### src/teq_pkg.sv
// Shared types and constants for the timestamp event queue.
package teq_pkg;

   localparam int DEF_QUEUE_DEPTH  = 64;
   localparam int DEF_TIME_BITS    = 32;
   localparam int DEF_PROCESS_BITS = 8;

   localparam int STATE_BITS = 3;
   localparam int TRANS_BITS = 2;

   typedef enum logic {
      OP_INSERT = 1'b0,
      OP_POP    = 1'b1
   } op_kind_type;

   // Per-cycle command broadcast to every cell.
   typedef struct packed {
      logic ins;
      logic pop;
   } cell_ctl_type;

endpackage

### src/teq_cell.sv
// One slot of the sorted shift-register queue.
module teq_cell
   import teq_pkg::*;
#(
   parameter int TIME_BITS = DEF_TIME_BITS,
   parameter int PAY_BITS  = DEF_PROCESS_BITS + 2 * STATE_BITS + TRANS_BITS
) (
   input  logic                 clock,
   input  cell_ctl_type         ctl,
   input  logic                 occ,
   input  logic [TIME_BITS-1:0] new_time,
   input  logic [PAY_BITS-1:0]  new_pay,
   input  logic                 prev_ge,
   input  logic [TIME_BITS-1:0] prev_time,
   input  logic [PAY_BITS-1:0]  prev_pay,
   input  logic [TIME_BITS-1:0] next_time,
   input  logic [PAY_BITS-1:0]  next_pay,
   output logic                 ge,
   output logic [TIME_BITS-1:0] time_q,
   output logic [PAY_BITS-1:0]  pay_q
);
   logic [TIME_BITS-1:0] time_ff, time_in;
   logic [PAY_BITS-1:0]  pay_ff, pay_in;

   // Stored event is at or before the new one: it stays ahead of it.
   assign ge = occ && (new_time >= time_ff);

   always_comb begin
      time_in = time_ff;
      pay_in  = pay_ff;
      if (ctl.pop) begin
         time_in = next_time;
         pay_in  = next_pay;
      end else if (ctl.ins && !ge) begin
         if (prev_ge) begin
            time_in = new_time;
            pay_in  = new_pay;
         end else begin
            time_in = prev_time;
            pay_in  = prev_pay;
         end
      end
   end

   always_ff @(posedge clock) begin
      time_ff <= time_in;
      pay_ff  <= pay_in;
   end

   assign time_q = time_ff;
   assign pay_q  = pay_ff;
endmodule

### config.mk
export PLATFORM = sky130hd
export DESIGN_NAME = teq_cell
export DESIGN_NICKNAME = d
export VERILOG_FILES = /design/src/teq_pkg.sv /design/src/teq_cell.sv
export SDC_FILE = /design/constraint.sdc
export NUM_CORES = 1
export LEC_CHECK = 0
export BUFFER_PORTS_ARGS = -buffer_cell sky130_fd_sc_hd__clkbuf_2
export CAP_MARGIN = 10
export CORE_UTILIZATION = 44
export DETAILED_ROUTE_END_ITERATION = 7
export GPL_TIMING_DRIVEN = 1
export PLACE_DENSITY = 0.91
export SLEW_MARGIN = 10
export SYNTH_ARGS = -nofsm -noshare
export SYNTH_HDL_FRONTEND = slang
export SYNTH_SLANG_ARGS = --single-unit
### constraint.sdc
create_clock -name clock -period 6.95 [get_ports clock]
set_input_delay 0.3475 -clock clock [delete_from_list [all_inputs] [get_ports clock]]
set_output_delay 0.3475 -clock clock [all_outputs]
set_load 0.005 [all_outputs]
==> results_tabular.tex <==
\begin{tabular}{lr}
\hline
Metric & Value \\
\hline
\multicolumn{2}{l}{\textbf{Clocking}} \\
Number of buffers added by the clock tree synthesis step & 5 \\
Clock tree from TritonCTS & done \\
Largest buffer count on any clock path & 2 \\
Number of gates given a new drive strength after cts & 0 \\
Cell at the root of the clock tree & sky130\_fd\_sc\_hd\_\_clkbuf\_8 \\
CTS Hold Bufs & 0 \\
Setup Buffers After CTS & 0 \\
Number of sinks handled by clock tree synthesis & 48 \\
Clock-pin slew of the registers on the worst-case setup and hold paths & about 0.090 ns \\
Clock insertion delay at the later pin of the skew report & 0.29 ns \\
Clock H-tree levels & 2 \\
\multicolumn{2}{l}{\textbf{Placed design}} \\
Count of buffers from port buffering & around 200 \\
Placer's final routability congestion estimate & 0.8119 \\
HPWL after detailed placement & between 6000 and 7000 um \\
\multicolumn{2}{l}{\textbf{Detailed routing}} \\
Post-detailed-route wirelength per cell & 13.67 um \\
Drt via density & 5.010 \\
Total DRC errors in the routed layout & 0 \\
Detailed router's first-iteration violation count & 93 \\
DRT antenna net count & 0 \\
First-pass iteration count of the detailed router & 4 \\
Via total after detailed routing & 3076 \\
Wire length reported by the detailed router & roughly 8400 um \\
\multicolumn{2}{l}{\textbf{Pwr}} \\
Cell leakage power & 2.318 nW \\
Power per standard cell area & 170.8 nW/um2 \\
Peak ir drop on the vdd network & slightly above 0.08 mV \\
\multicolumn{2}{l}{\textbf{Floorplan}} \\
Core region area & $\sim$7000 um2 \\
Die Y-Extent & 87.74 um \\
Number of top-level pins & approximately 200 \\
Die boundary width & 87.74 um \\
DIE AREA & $\sim$7700 um2 \\
Starting density of the core & 46.58\% \\
Placement Rows & 30 \\
\multicolumn{2}{l}{\textbf{Worst setup path}} \\
Critical path cell sequence & ha\_1, nand2b\_1, a2111oi\_0, o32a\_1, a21oi\_2, o21ai\_4, buf\_4 \\
Biggest fanout along the worst timing path & 35 \\
Critical setup path kind & register to register \\
CP top delay family & compound AO/OA/AOI/OAI gates \\
Peak per-stage delay on the critical path & 0.56 ns \\
Required time at the worst-slack endpoint & 6.89 ns \\
Worst reg-to-reg setup slack & about 4 ns \\
CP startpoint kind & register \\
Number of buffers and inverters on the critical path & 1 \\
Endpoint class of the critical path & register \\
Cell at the slowest stage of the critical path & sky130\_fd\_sc\_hd\_\_a2111oi\_0 \\
Arrival time reported for the critical path endpoint & 2.97 ns \\
\multicolumn{2}{l}{\textbf{Timing}} \\
Share of the cycle needed by the critical path after routing & a little over two fifths \\
Unrepaired setup endpoints after global routing & false \\
Achievable frequency & around 330 MHz \\
Worst-case hold slack & approximately 0.33 ns \\
Final Max Tran Viols & 0 \\
Minimum clock period after layout & 3.027 ns \\
Number of hold-slack violations in the final timing report & 0 \\
Final Setup Violations & 0 \\
Setup TNS & 0 ns \\
Clk\_skew & between 0.006 and 0.007 ns \\
Worst slew margin relative to its limit & 46.12\% \\
Slew of the pin with the lowest slew margin & about 0.81 ns \\
\multicolumn{2}{l}{\textbf{Final layout}} \\
Number of nets in the finished design & 699 \\
Proportion of layout cells with a drive suffix above 1 & approximately two fifths \\
\# diodes & 0 \\
Count of fill cells added during filler insertion & 566 \\
Area growth, synth to finish & 35.63\% \\
\multicolumn{2}{l}{\textbf{Synth}} \\
Share of the yosys chip area belonging to registers & 44.56\% \\
Post-synthesis instance area & 3234 um2 \\
Net count after synthesis & 509 \\
Synth Instances & 328 \\
Post-synth top area share & 44.56\% \\
Register bit count reported by yosys & 48 \\
Async SR Flop Fraction & 0\% \\
Dominant synthesized flop cell & sky130\_fd\_sc\_hd\_\_edfxtp\_1 \\
Distinct cell type count of the synthesized netlist & 22 \\
Mapped Avg Cell Area & 9.861 um2 \\
Top-count cell post-synth & sky130\_fd\_sc\_hd\_\_nand2\_1 \\
Synth top cells by count & sky130\_fd\_sc\_hd\_\_nand2\_1 (59), sky130\_fd\_sc\_hd\_\_o21ai\_0 (54), sky130\_fd\_sc\_hd\_\_edfxtp\_1 (48), sky130\_fd\_sc\_hd\_\_mux2i\_1 (48), sky130\_fd\_sc\_hd\_\_inv\_1 (33) \\
Leading area contributor after synthesis & sky130\_fd\_sc\_hd\_\_edfxtp\_1 \\
Number of synthesized flops with an enable pin & 48 \\
Main area contributors after synthesis & sky130\_fd\_sc\_hd\_\_edfxtp\_1 (45\%), sky130\_fd\_sc\_hd\_\_mux2i\_1 (15\%), sky130\_fd\_sc\_hd\_\_ha\_1 (12\%) \\
YS warnings & 0 \\
\multicolumn{2}{l}{\textbf{Global route}} \\
Pin count of the biggest net entering global routing & 97 \\
Number of antenna violations at the first check in global routing & 0 \\
Wire length of the first global-routing pass & about 13000 um \\
Via count of the first global-routing pass & between 2000 and 3000 \\
Grt total ovfl & 0 \\
Overall routing resource usage & a little over a fifth \\
\multicolumn{2}{l}{\textbf{Hold path}} \\
Class of the tightest hold or removal check & primary input to register \\
\multicolumn{2}{l}{\textbf{Outcome}} \\
Result of the run & completed \\
\multicolumn{2}{l}{\textbf{Job}} \\
\# Max-Cap Violations & 0 \\
\hline
\end{tabular}
## worst reg2reg max path, delay by kind of cell, from the launching register on
kind	cells	cell delay, ns
AOI/OAI and AO/OA	4	1.33
buffers and inverters	1	0.51
DFF	1	0.40
adders and majority gates	1	0.28
and+or+nand+nor	1	0.14
## per-layer routing
| metal | vias up | GRT usage [%] | wire, um |
|---|---|---|---|
| met4 | 0 | 5.216 | 97 |
| met5 | - | 0 | 0 |
| met3 | 9 | 4.807 | 498 |
| met2 | 132 | 40.80 | 4377 |
| li1 | 1544 | - | - |
| met1 | 1391 | 24.89 | 3418 |
## state kept, by name, indices dropped and copies added, names as in the netlist
signal	cells
pay_q	16
time_q	32
## through the flow
stage / std cells / worst slack [ns] / total power [mW] / util [%] / instance area, um2
final: 614 / 3.923 / 0.7494 / 63.17 / 4387
after CTS: 614 / 3.874 / 0.7573 / 63.17 / 4387
after detailed placement: 607 / 3.736 / 0.6018 / 62.00 / 4305
after global routing: 614 / 3.696 / 0.8017 / 63.17 / 4387
after global placement: 607 / 3.856 / 0.5889 / 62.00 / 4305
after floorplan: 328 / 1.576 / 0.4922 / - / 3234
## worst paths after layout
path           endpoint  cells after the start          from
max reg2reg  time_q[12]                      7     time_q[0]
min reg2reg  time_q[28]                      5    time_q[31]
min           pay_q[10]                      3  next_pay[10]
max          time_q[12]                      7     time_q[0]
## power breakdown
part	internal (mW)	switching, mW
logic	0.104	0.113
registers	0.362	0.0150
clock network	0.0682	0.0874
## cells in the final DEF (no fill, tap or decap)
| cell | instances |
|---|---|
| sky130_fd_sc_hd__clkbuf_2 | 197 |
| sky130_fd_sc_hd__nand2_1 | 59 |
| sky130_fd_sc_hd__o21ai_0 | 53 |
| sky130_fd_sc_hd__mux2i_1 | 48 |
| sky130_fd_sc_hd__edfxtp_1 | 48 |
| sky130_fd_sc_hd__inv_1 | 33 |
| sky130_fd_sc_hd__ha_1 | 32 |
| sky130_fd_sc_hd__a21oi_1 | 15 |
| sky130_fd_sc_hd__clkbuf_8 | 5 |
| sky130_fd_sc_hd__nand4_1 | 4 |
| sky130_fd_sc_hd__nor2_1 | 3 |
| sky130_fd_sc_hd__o21a_1 | 3 |
| sky130_fd_sc_hd__buf_4 | 3 |
| sky130_fd_sc_hd__nand2b_1 | 2 |
| sky130_fd_sc_hd__nand3_1 | 2 |
| sky130_fd_sc_hd__nand4_2 | 1 |
| sky130_fd_sc_hd__a2111oi_0 | 1 |
| sky130_fd_sc_hd__or4_1 | 1 |
| sky130_fd_sc_hd__o32a_1 | 1 |
| sky130_fd_sc_hd__nor4_1 | 1 |
| sky130_fd_sc_hd__and4_1 | 1 |
| sky130_fd_sc_hd__a21oi_2 | 1 |
| sky130_fd_sc_hd__a221oi_1 | 1 |
| sky130_fd_sc_hd__o21ai_4 | 1 |
| sky130_fd_sc_hd__clkinvlp_4 | 1 |
| sky130_fd_sc_hd__clkinv_2 | 1 |
## cells by family after synthesis
logic type	share of synthesized area [%]
compound gates	12.50
simple gates	9.748
buf+inv	5.958
mux	14.85
flops	44.56
fa+ha+maj	12.38
## final cells by class
type	count	area [um2]	area share, %
Clock buffer	5	68.82	1.569
Clock inverter	2	12.51	0.2852
Inverter	33	123.9	2.824
Multi-Input combinational cell	230	1612	36.74
Sequential cell	48	1441	32.86
Tap cell	96	120.1	2.738
Timing Repair Buffer	200	1008	22.99
Note: power is estimated with default switching activity, not from simulation.
